## config.mk

```make
export PLATFORM = sky130hd
export DESIGN_NAME = sensor_frame_deframer_top
export DESIGN_NICKNAME = d
export VERILOG_FILES = /design/src/rtl/core/sfd_pkg.sv /design/src/rtl/core/sensor_frame_deframer_top.sv /design/src/rtl/core/sfd_parse.sv /design/src/rtl/core/sfd_outq.sv
export SDC_FILE = /design/constraint.sdc
export NUM_CORES = 1
export LEC_CHECK = 0
export ABC_AREA = 0
export BUFFER_PORTS_ARGS = -buffer_cell sky130_fd_sc_hd__buf_2
export CORE_ASPECT_RATIO = 1.25
export CORE_MARGIN = 4
export CORE_UTILIZATION = 51
export CTS_CLUSTER_DIAMETER = 40
export DETAILED_ROUTE_END_ITERATION = 6
export GPL_TIMING_DRIVEN = 0
export PLACE_DENSITY = 0.77
export SYNTH_ARGS = -nofsm -noshare
export SYNTH_HDL_FRONTEND = slang
export SYNTH_SLANG_ARGS = --single-unit
```

## constraint.sdc

```tcl
create_clock -name clk -period 8 [get_ports clk]
set_input_delay 1.6 -clock clk [delete_from_list [all_inputs] [get_ports clk]]
set_output_delay 1.6 -clock clk [all_outputs]
set_load 0.01 [all_outputs]
```

## src/rtl/core/sfd_pkg.sv

```systemverilog
// Package for the sensor frame deframer: result word type, event codes,
// byte pattern constants and the result queue size. No dependencies.
package sfd_pkg;

  // Event codes carried in event_kind.
  localparam logic [1:0] EV_SAMPLE   = 2'd0;
  localparam logic [1:0] EV_BAD_HEAD = 2'd1;
  localparam logic [1:0] EV_INVALID  = 2'd2;
  localparam logic [1:0] EV_MISMATCH = 2'd3;

  // Head byte pattern: top three bits 101.
  localparam logic [7:0] HEAD_MASK  = 8'hE0;
  localparam logic [7:0] HEAD_MATCH = 8'hA0;

  // Result queue: four words, so a byte that causes two results can be
  // taken while up to two older words still wait.
  localparam int unsigned QUEUE_DEPTH = 4;
  localparam int unsigned PTR_W       = 2;
  localparam int unsigned CNT_W       = 3;

  // One result word as it leaves the block.
  typedef struct packed {
    logic [1:0] kind;
    logic [3:0] port;
    logic [9:0] value;
    logic       adc;
    logic       changed;
    logic       last;
  } result_t;

  // Words produced by one input byte: how many (0 to 2) and the words.
  typedef struct packed {
    logic [1:0] cnt;
    result_t    r0;
    result_t    r1;
  } push_t;

endpackage

```

## src/rtl/core/sensor_frame_deframer_top.sv

```systemverilog
// Top level of the sensor frame deframer: input byte register, frame parser
// and result queue. Depends on sfd_pkg, sfd_parse and sfd_outq.
//
// Usage: serial bytes enter on in_valid/in_ready/in_byte, one word each.
// Each byte yields zero, one or two result words on out_valid/out_ready,
// carrying event_kind, port_id, sample_value, adc_slow, adc_changed and
// last_of_run; last_of_run marks the final word caused by a byte.
// A byte is first held in an input register; once the queue has room it
// is parsed and its words are written to a four-word queue, whose head
// word drives the output port.
// Throughput: one byte per cycle while the queue holds two words or fewer
// at the moment of parsing; since words leave at one per cycle while
// out_ready is high, the sustained rate is the output's, one word per cycle.
// Reset (rst, synchronous) empties the register and queue and puts the
// parser in head search with expected port zero and no ADC history.
// When the receiver stalls, words pile up in the queue; once it holds more
// than two, parsing pauses and in_ready drops after the input register fills.
module sensor_frame_deframer_top #(
  parameter int unsigned NUM_PORTS = 16
) (
  input  logic       clk,
  input  logic       rst,
  input  logic       in_valid,
  output logic       in_ready,
  input  logic [7:0] in_byte,
  output logic       out_valid,
  input  logic       out_ready,
  output logic [1:0] event_kind,
  output logic [3:0] port_id,
  output logic [9:0] sample_value,
  output logic       adc_slow,
  output logic       adc_changed,
  output logic       last_of_run
);

  logic             byte_valid;
  logic [7:0]       byte_reg;
  logic             take;
  logic             room;
  sfd_pkg::push_t   push;
  sfd_pkg::result_t head;

  // The held byte is parsed whenever the queue can take two words.
  assign take     = byte_valid && room;
  assign in_ready = !byte_valid || take;

  // Input byte register.
  always_ff @(posedge clk) begin
    if (rst) begin
      byte_valid <= 1'b0;
    end else if (in_ready) begin
      byte_valid <= in_valid;
    end
  end

  always_ff @(posedge clk) begin
    if (in_valid && in_ready) begin
      byte_reg <= in_byte;
    end
  end

  sfd_parse #(
    .NUM_PORTS (NUM_PORTS)
  ) u_parse (
    .clk       (clk),
    .rst       (rst),
    .take      (take),
    .item_byte (byte_reg),
    .push      (push)
  );

  sfd_outq u_outq (
    .clk       (clk),
    .rst       (rst),
    .push      (push),
    .pop_ready (out_ready),
    .pop_valid (out_valid),
    .head      (head),
    .room      (room)
  );

  // Result word fields.
  assign event_kind   = head.kind;
  assign port_id      = head.port;
  assign sample_value = head.value;
  assign adc_slow     = head.adc;
  assign adc_changed  = head.changed;
  assign last_of_run  = head.last;

endmodule

```

## src/rtl/core/sfd_parse.sv

```systemverilog
// Frame parser: holds the framing and round-robin state and turns one byte
// into up to two result words. Depends on sfd_pkg.
module sfd_parse #(
  parameter int unsigned NUM_PORTS = 16
) (
  input  logic          clk,
  input  logic          rst,
  input  logic          take,
  input  logic [7:0]    item_byte,
  output sfd_pkg::push_t push
);

  localparam logic [1:0] PH_HUNT = 2'd0;
  localparam logic [1:0] PH_HIGH = 2'd1;
  localparam logic [1:0] PH_LOW  = 2'd2;
  localparam logic [3:0] LAST_PORT = 4'(NUM_PORTS - 1);

  logic [1:0] phase, phase_next;
  logic [3:0] frame_port, frame_port_next;
  logic       frame_adc, frame_adc_next;
  logic [6:0] high_part, high_part_next;
  logic [3:0] expected_port, expected_port_next;
  logic       adc_known, adc_known_next;
  logic       adc_previous, adc_previous_next;

  logic          hunt;
  logic [1:0]    cnt;
  sfd_pkg::result_t r0, r1, bad;

  // Decode of one byte against the current phase.
  always_comb begin
    phase_next         = phase;
    frame_port_next    = frame_port;
    frame_adc_next     = frame_adc;
    high_part_next     = high_part;
    expected_port_next = expected_port;
    adc_known_next     = adc_known;
    adc_previous_next  = adc_previous;
    hunt = 1'b1;
    cnt  = 2'd0;
    r0   = '0;
    r1   = '0;
    bad  = '0;
    bad.kind = sfd_pkg::EV_BAD_HEAD;

    unique case (phase)
      PH_HIGH, PH_LOW: begin
        if (item_byte[7]) begin
          // Part byte that looks like a head: drop the frame, then rescan.
          r0.kind    = sfd_pkg::EV_INVALID;
          cnt        = 2'd1;
          phase_next = PH_HUNT;
        end else if (phase == PH_HIGH) begin
          high_part_next = item_byte[6:0];
          phase_next     = PH_LOW;
          hunt           = 1'b0;
        end else begin
          phase_next = PH_HUNT;
          hunt       = 1'b0;
          cnt        = 2'd1;
          if (high_part[3:0] != item_byte[6:3]) begin
            r0.kind = sfd_pkg::EV_INVALID;
          end else if (frame_port != expected_port) begin
            r0.kind = sfd_pkg::EV_MISMATCH;
            r0.port = frame_port;
            r0.adc  = frame_adc;
          end else begin
            r0.kind    = sfd_pkg::EV_SAMPLE;
            r0.port    = frame_port;
            r0.value   = {high_part, 3'b000} | {3'b000, item_byte[6:0]};
            r0.adc     = frame_adc;
            r0.changed = !adc_known || (adc_previous != frame_adc);
            expected_port_next = (expected_port == LAST_PORT) ? 4'd0
                                                              : expected_port + 4'd1;
            adc_known_next    = 1'b1;
            adc_previous_next = frame_adc;
          end
        end
      end
      default: begin
      end
    endcase

    // Head search, also for a part byte that had bit 7 set.
    if (hunt) begin
      if ((item_byte & sfd_pkg::HEAD_MASK) == sfd_pkg::HEAD_MATCH) begin
        frame_adc_next  = item_byte[4];
        frame_port_next = item_byte[3:0];
        phase_next      = PH_HIGH;
      end else begin
        phase_next = PH_HUNT;
        if (cnt == 2'd0) begin
          r0 = bad;
        end else begin
          r1 = bad;
        end
        cnt = cnt + 2'd1;
      end
    end

    // Mark the final word of this byte.
    if (cnt == 2'd1) begin
      r0.last = 1'b1;
    end
    if (cnt == 2'd2) begin
      r1.last = 1'b1;
    end
  end

  assign push.cnt = take ? cnt : 2'd0;
  assign push.r0  = r0;
  assign push.r1  = r1;

  // State registers advance only when a byte is consumed.
  always_ff @(posedge clk) begin
    if (rst) begin
      phase         <= PH_HUNT;
      frame_port    <= '0;
      frame_adc     <= 1'b0;
      high_part     <= '0;
      expected_port <= '0;
      adc_known     <= 1'b0;
      adc_previous  <= 1'b0;
    end else if (take) begin
      phase         <= phase_next;
      frame_port    <= frame_port_next;
      frame_adc     <= frame_adc_next;
      high_part     <= high_part_next;
      expected_port <= expected_port_next;
      adc_known     <= adc_known_next;
      adc_previous  <= adc_previous_next;
    end
  end

  // The expected port always stays inside the round-robin range.
  a_exp_range: assert property (@(posedge clk) disable iff (rst)
    expected_port <= LAST_PORT)
    else $error("expected port out of range");

  // Two words from one byte are only ever a dropped frame then a bad head.
  a_two_words: assert property (@(posedge clk) disable iff (rst)
    (push.cnt == 2'd2) |-> (push.r0.kind == sfd_pkg::EV_INVALID &&
                            push.r1.kind == sfd_pkg::EV_BAD_HEAD))
    else $error("unexpected pair of result words");

  // A clean high part always moves the parser on to the low part.
  a_high_to_low: assert property (@(posedge clk) disable iff (rst)
    (take && phase == PH_HIGH && !item_byte[7]) |=> (phase == PH_LOW))
    else $error("high part did not advance the phase");

endmodule

```

## src/rtl/core/sfd_outq.sv

```systemverilog
// Result queue: four-word buffer that takes up to two words a cycle and
// hands out one while pop_ready is high. Depends on sfd_pkg.
module sfd_outq (
  input  logic             clk,
  input  logic             rst,
  input  sfd_pkg::push_t   push,
  input  logic             pop_ready,
  output logic             pop_valid,
  output sfd_pkg::result_t head,
  output logic             room
);

  sfd_pkg::result_t mem [sfd_pkg::QUEUE_DEPTH];
  logic [sfd_pkg::PTR_W-1:0] wr_ptr, rd_ptr;
  logic [sfd_pkg::CNT_W-1:0] count;
  logic                      pop;

  assign pop_valid = (count != '0);
  assign pop       = pop_valid && pop_ready;
  assign head      = mem[rd_ptr];
  // Room for a full pair of words, whatever is popped this cycle.
  assign room      = (count <= sfd_pkg::CNT_W'(sfd_pkg::QUEUE_DEPTH - 2));

  // Storage writes.
  always_ff @(posedge clk) begin
    if (push.cnt != 2'd0) begin
      mem[wr_ptr] <= push.r0;
    end
    if (push.cnt == 2'd2) begin
      mem[wr_ptr + sfd_pkg::PTR_W'(1)] <= push.r1;
    end
  end

  // Pointers and fill count.
  always_ff @(posedge clk) begin
    if (rst) begin
      wr_ptr <= '0;
      rd_ptr <= '0;
      count  <= '0;
    end else begin
      wr_ptr <= wr_ptr + sfd_pkg::PTR_W'(push.cnt);
      if (pop) begin
        rd_ptr <= rd_ptr + sfd_pkg::PTR_W'(1);
      end
      count <= count + sfd_pkg::CNT_W'(push.cnt) - sfd_pkg::CNT_W'(pop);
    end
  end

  a_no_overflow: assert property (@(posedge clk) disable iff (rst)
    count <= sfd_pkg::CNT_W'(sfd_pkg::QUEUE_DEPTH))
    else $error("result queue overfilled");

  a_push_room: assert property (@(posedge clk) disable iff (rst)
    (push.cnt != 2'd0) |-> room)
    else $error("words pushed without room");

  a_drain: assert property (@(posedge clk) disable iff (rst)
    (count == sfd_pkg::CNT_W'(1) && pop && push.cnt == 2'd0) |=> !pop_valid)
    else $error("queue did not empty after last pop");

endmodule
```

==> impl_metrics.toml, run 1 <==
[outcome]
status = "completed"

[clocking]
cts.clk_slew.worst_paths_ns = 0.05
clock_path_buffers = 2
cts_tree = "done"
cts_made_buffers = 17
cts_root_buf = "clkbuf_16"
cts_max_level = 4
clk_latency_ns = 0.42
cts_sinks = 114
hold_buffers = 0
postCtsSetupRepairBufs = 0
post_cts_resize_count = 0

[global_route]
grt_pass1_vias = 3587
grt_usage_pct = 21.6
grt_max_degree = 17
overflow = 0
antenna_found_initial = 0
grt_pass1_wl_um = 18300

[logic_synthesis]
netlist_area_um2 = 4880
synthXorXnorAreaFrac_pct = 1.98
ys_ff_latch = 114
ys.flop_type = "dfxtp_1"
synthSimpleGateAreaFrac_pct = 11.6
mappedNetlistNets = 439
yosysTopAreaCell = "dfxtp_1"
synthDominantCellAreaShare_pct = 40.2
yosys_warnings = 0
syn_area_per_cell_um2 = 11.7
synth_mux_area_share_pct = 11.1
async_flop_share_pct = 0
synth-compound-area-share_pct = 18.5
synth_edf_count = 16
synth_seq_area_share_pct = 50.1
synth_top_family_by_area = "compound AO/OA/AOI/OAI gates"
synth_area_leaders = "dfxtp_1, edfxtp_1, mux4_2"
synth_fa_ha_area_share_pct = 2.72
ys_types = 51
synth_cells = 417

[finish]
largest_reg_flops = 76
fin_nets = 490
final_util_pct = 63.0
fin_area_um2 = 5810
final_cell_mix = "dfxtp_1, o2bb2ai_1, buf_2"
layout_commonest_cell = "dfxtp_1"
drive_above_1_share_pct = 22.7
syn_to_final_growth_pct = 19.2
final_cells = 604
antenna_cells = 0

[placed_design]
routabilityCongestion = 0.939
dpl.hpwl_um = 7800
placed_area_um2 = 5190
port_buffers = 32
placed_cells = 572
pre_cts_slack_ns = 4.48

[sta]
period_minus_slack_ns = 3.94
slew_violations = 0
slew_headroom_pct = 46.2
fin_ws_ns = 4.06
fmax_ghz = 0.254
whs_ns = 0.458
fin_tns_setup_ns = 0
skew_ns = 0.00796
rsz0062_at_grt = "false"
hold_viol_final = 0
setup_violations = 0
worstMarginPinSlew_ns = 0.801
finalCritPeriodShare_pct = 49.3

[drt]
first_pass_iters = 5
vias = 3585
drcViolationCount = 0
drt_iter0_drc = 321
ant_nets = 0
wl_per_cell_um = 18.5
finalWirelength_um = 11200
vias_per_cell = 5.94

[pwr]
p_total_mw = 1.62
leakage_nw = 2.16
peakVddDrop_mv = 0.165
pwr_density_cell_nw_per_um2 = 279

[worst_setup_path]
path_max_fanout = 10
end_kind = "output pin"
cp-start-kind = "flip-flop"
worstPathArrival_ns = 2.34
path_class = "reg2out"
crit_required_ns = 6.40

[die]
die_y_um = 117
die_area_um2 = 11200
std_cell_rows = 39
coreArea_um2 = 9220
start_util_pct = 52.9
ios = 33
die_w_um = 95.5

[hold_path]
hold_path_class = "reg2reg"

[run]
maxCapViolations = 0
[critical path, cell delays in order, from the launching register on]
cell and delay (ns):
dfxtp_1 0.31, clkbuf_1 0.51, clkbuf_1 0.54, mux4_2 0.41, buf_2 0.16
[where the power goes]
group          switching [mW]  leakage, nW  total, mW  internal (mW)
Sequential             0.0182        0.946      0.623          0.605
Clock                   0.277        0.301      0.775          0.499
Combinational           0.133        0.916      0.224         0.0907
[final cells by class]
| type | count | area (um^2) |
|---|---|---|
| buffer | 22 | 124 |
| tap | 123 | 154 |
| inverter | 20 | 75.1 |
| sequential | 114 | 2440 |
| clock inverter | 12 | 145 |
| fill | 693 | 3410 |
| clock buffer | 20 | 478 |
| multi-input combinational | 261 | 2240 |
| timing repair buffer | 32 | 160 |
[cell usage after synthesis, drive strengths merged (2+ instances only)]
master and number:
ha 9, a31oi 5, a22oi 4, mux2 2, nand2b 3, clkbuf 9
a211oi 2, dfxtp 98, edfxtp 16, or3 2, inv 20, o2bb2ai 44
a22o 24, nor4 7, buf 13, nor3 7, and2 3, a21oi 16
nor2 25, xor2 2, nand4 9, a221oi 2, xnor2 9, or4 2
nand2 22, a211o 2, mux2i 9, o31ai 2, o21ai 6, nand3 9
nor2b 4, mux4 19
[per-layer routing]
metal / track usage (%) / up-vias / wire, um
met5: 0 / - / 0
met4: 8.19 / 0 / 181
met3: 6.66 / 19 / 763
met2: 34.9 / 114 / 5700
met1: 26.8 / 1753 / 4550
li1: - / 1699 / -
[final timing paths]
path | from | end | slack [ns] | depth (start not counted)
worst max register to register | u_parse.phase[1] | u_outq.count[2] | 4.82 | 13
worst min register to register | u_parse.high_part[2] | u_parse.high_part[2] | 0.46 | 2
worst max-delay path | flip-flop | sample_value[9] | 4.06 | 4
worst min-delay path | u_parse.high_part[2] | u_parse.high_part[2] | 0.46 | 2
[cell families after synthesis]
| kind of cell | count (synthesis) |
|---|---|
| adder cells (fa/ha/maj) | 10 |
| AO/OA/AOI/OAI | 113 |
| buffers and inverters | 42 |
| XOR/XNOR | 11 |
| multiplexers | 30 |
| flip-flops | 114 |
| AND/OR/NAND/NOR | 97 |
Note: power is estimated with default switching activity, not from simulation.
==> inputs of run 2 (changes only) <==
- PLACE_DENSITY: 0.77 -> 0.8
- clock period: 8 -> 3.6 ns (I/O delays scaled with it)
==> run 2 against run 1 <==
  * Cell count is the same
  * Setup slack lost 3.6 ns
  * Clock power grew 100%
  * Sequential cell count is the same
  * Sequential power grew 120%
  * Count of clock-buffer cells in the layout shrank 2
  * Critical endpoint is now u_outq.count[2]
  * Largest power group unchanged
==> impl_metrics.toml, run 2 (same netlist as run 1, synthesis figures left out) <==
[drt]
drt_iter0_drc = 300
ant_nets = 0
vias = 3656
wl_per_cell_um = 18.9
finalWirelength_um = 11400
vias_per_cell = 6.05
first_pass_iters = 5
drcViolationCount = 0

[pwr]
p_int_mw = 2.52
seqPwrFrac_pct = 39.8
peakVddDrop_mv = 0.335
power_switching_mw = 0.956
combPwrFrac_pct = 14.6
leakage_nw = 2.14
pwr_density_cell_nw_per_um2 = 603
sw_frac_of_total_pct = 27.5
p_total_mw = 3.48
power.share.clock_pct = 45.6

[finish]
syn_to_final_growth_pct = 18.1
largest_reg_flops = 76
antenna_cells = 0
drive_above_1_share_pct = 22.7
fin_nets = 490
final_cell_mix = "dfxtp_1, o2bb2ai_1, buf_2"
fill_cells = 704
final_util_pct = 62.5
layout_commonest_cell = "dfxtp_1"
fin_area_um2 = 5760

[clocking]
cts_root_buf = "clkbuf_16"
cts_tree = "done"
cts.clk_slew.worst_paths_ns = 0.05
post_cts_resize_count = 0
hold_buffers = 0
cts_sinks = 114
cts_max_level = 4
cts_made_buffers = 17
clk_latency_ns = 0.42
clock_path_buffers = 2
postCtsSetupRepairBufs = 0

[worst_setup_path]
worstPathArrival_ns = 3.45
path_class = "reg2reg"
path_max_fanout = 7
worstPathCellList = "ha_1 > nor2b_1 > nor2_1 > ha_1 > o21a_1 > o211ai_1 > xnor2_1 > ha_1 > fa_1 > xor2_1 > xnor2_1 > nor2_1"
crit_required_ns = 3.88
critPathBufInv = 0
reg2reg_to = "u_outq.count[2]"
cp-start-kind = "flip-flop"
critPathTopFamily = "adder cells"
end_kind = "flip-flop"
reg2regPathDepth = 12
cp_slowest_cell = "ha_1"
r2r_start = "u_parse.phase[0]"
cpPeakStageDelay_ns = 0.40
cpMostUsedCell = "ha_1"
regToRegSetupSlack_ns = 0.43

[sta]
finalCritPeriodShare_pct = 87.9
rsz0062_at_grt = "false"
period_minus_slack_ns = 3.17
whs_ns = 0.458
hold_viol_final = 0
fmax_ghz = 0.316
skew_ns = 0.00521
worstMarginPinSlew_ns = 0.779
slew_violations = 0
fin_tns_setup_ns = 0
slew_headroom_pct = 47.6
setup_violations = 0

[run]
maxCapViolations = 0

[global_route]
overflow = 0
grt_max_degree = 17
met1_usage_pct = 26.1
antenna_found_initial = 0
grt_use_met3_pct = 6.79
grt_pass1_vias = 3785
top_usage_layer = "met2"
grt_pass1_wl_um = 18700
grt.met2_usage_pct = 35.4
grt_usage_pct = 21.9

[hold_path]
holdPathEnd = "u_parse.high_part[0]"
min_path_cells = 2
hold_path.startpoint = "u_parse.high_part[0]"
hold_path_class = "reg2reg"

[die]
die_area_um2 = 11200
start_util_pct = 52.9
die_y_um = 117
die_w_um = 95.5
ios = 33
coreArea_um2 = 9220
std_cell_rows = 39

[placed_design]
placed_area_um2 = 5190
routabilityCongestion = 0.949
port_buffers = 32
dpl.hpwl_um = 8030

[outcome]
status = "completed"
-- run 2: worst max path at each step --
stage	start	end	slack, ns	depth (start not counted)
2_1_floorplan	u_parse.phase[1]	u_outq.count[2]	0.83	13
3_3_place_gp	u_parse.phase[1]	u_outq.count[2]	0.54	13
6_report	u_parse.phase[0]	u_outq.count[2]	0.43	12
3_5_place_dp	u_parse.phase[1]	u_outq.count[2]	0.47	13
5_1_grt	u_parse.phase[1]	u_outq.count[2]	0.19	13
4_1_cts	u_parse.phase[0]	u_outq.count[2]	0.42	12
-- run 2: through the flow --
stage,setup slack [ns],std cells
floorplan,0.829,417
global placement,0.540,572
detailed placement,0.473,572
CTS,0.423,604
global route,0.194,604
finish,0.435,604
-- run 2: power by group through the flow --
| stage | clock (mW) | combinational, mW | sequential (mW) |
|---|---|---|---|
| final | 1.58 | 0.507 | 1.38 |
| after global routing | 1.66 | 0.550 | 1.39 |
| after CTS | 1.60 | 0.511 | 1.38 |
| after detailed placement | 0 | 0.505 | 1.41 |
| after global placement | 0 | 0.490 | 1.41 |
| after floorplan | 0 | 0.382 | 1.40 |
-- run 2: metal layers --
metal  part of all wire, %  wire length (um)  vias to the layer above
met5                     0                 0                        -
met4                   3.5               400                        0
met3                   5.4               614                       36
met2                    50              5700                      136
met1                    41              4730                     1774
li1                      -                 -                     1710
-- run 2: worst reg2reg max path: stages, from the launching register on --
cell      delay [ns]
dfxtp_1         0.35
ha_1            0.22
nor2b_1         0.34
nor2_1          0.10
ha_1            0.40
o21a_1          0.16
o211ai_1        0.33
xnor2_1         0.12
ha_1            0.22
fa_1            0.40
xor2_1          0.19
xnor2_1         0.15
nor2_1          0.05
-- run 2: layout make-up --
class,count,area (um^2),area share [%]
Tap cell,123,154,2.67
Clock inverter,14,130,2.26
Inverter,20,75.1,1.30
Clock buffer,18,439,7.62
Multi-Input combinational cell,261,2240,38.8
Sequential cell,114,2440,42.4
Buffer,22,124,2.15
Timing Repair Buffer,32,160,2.78
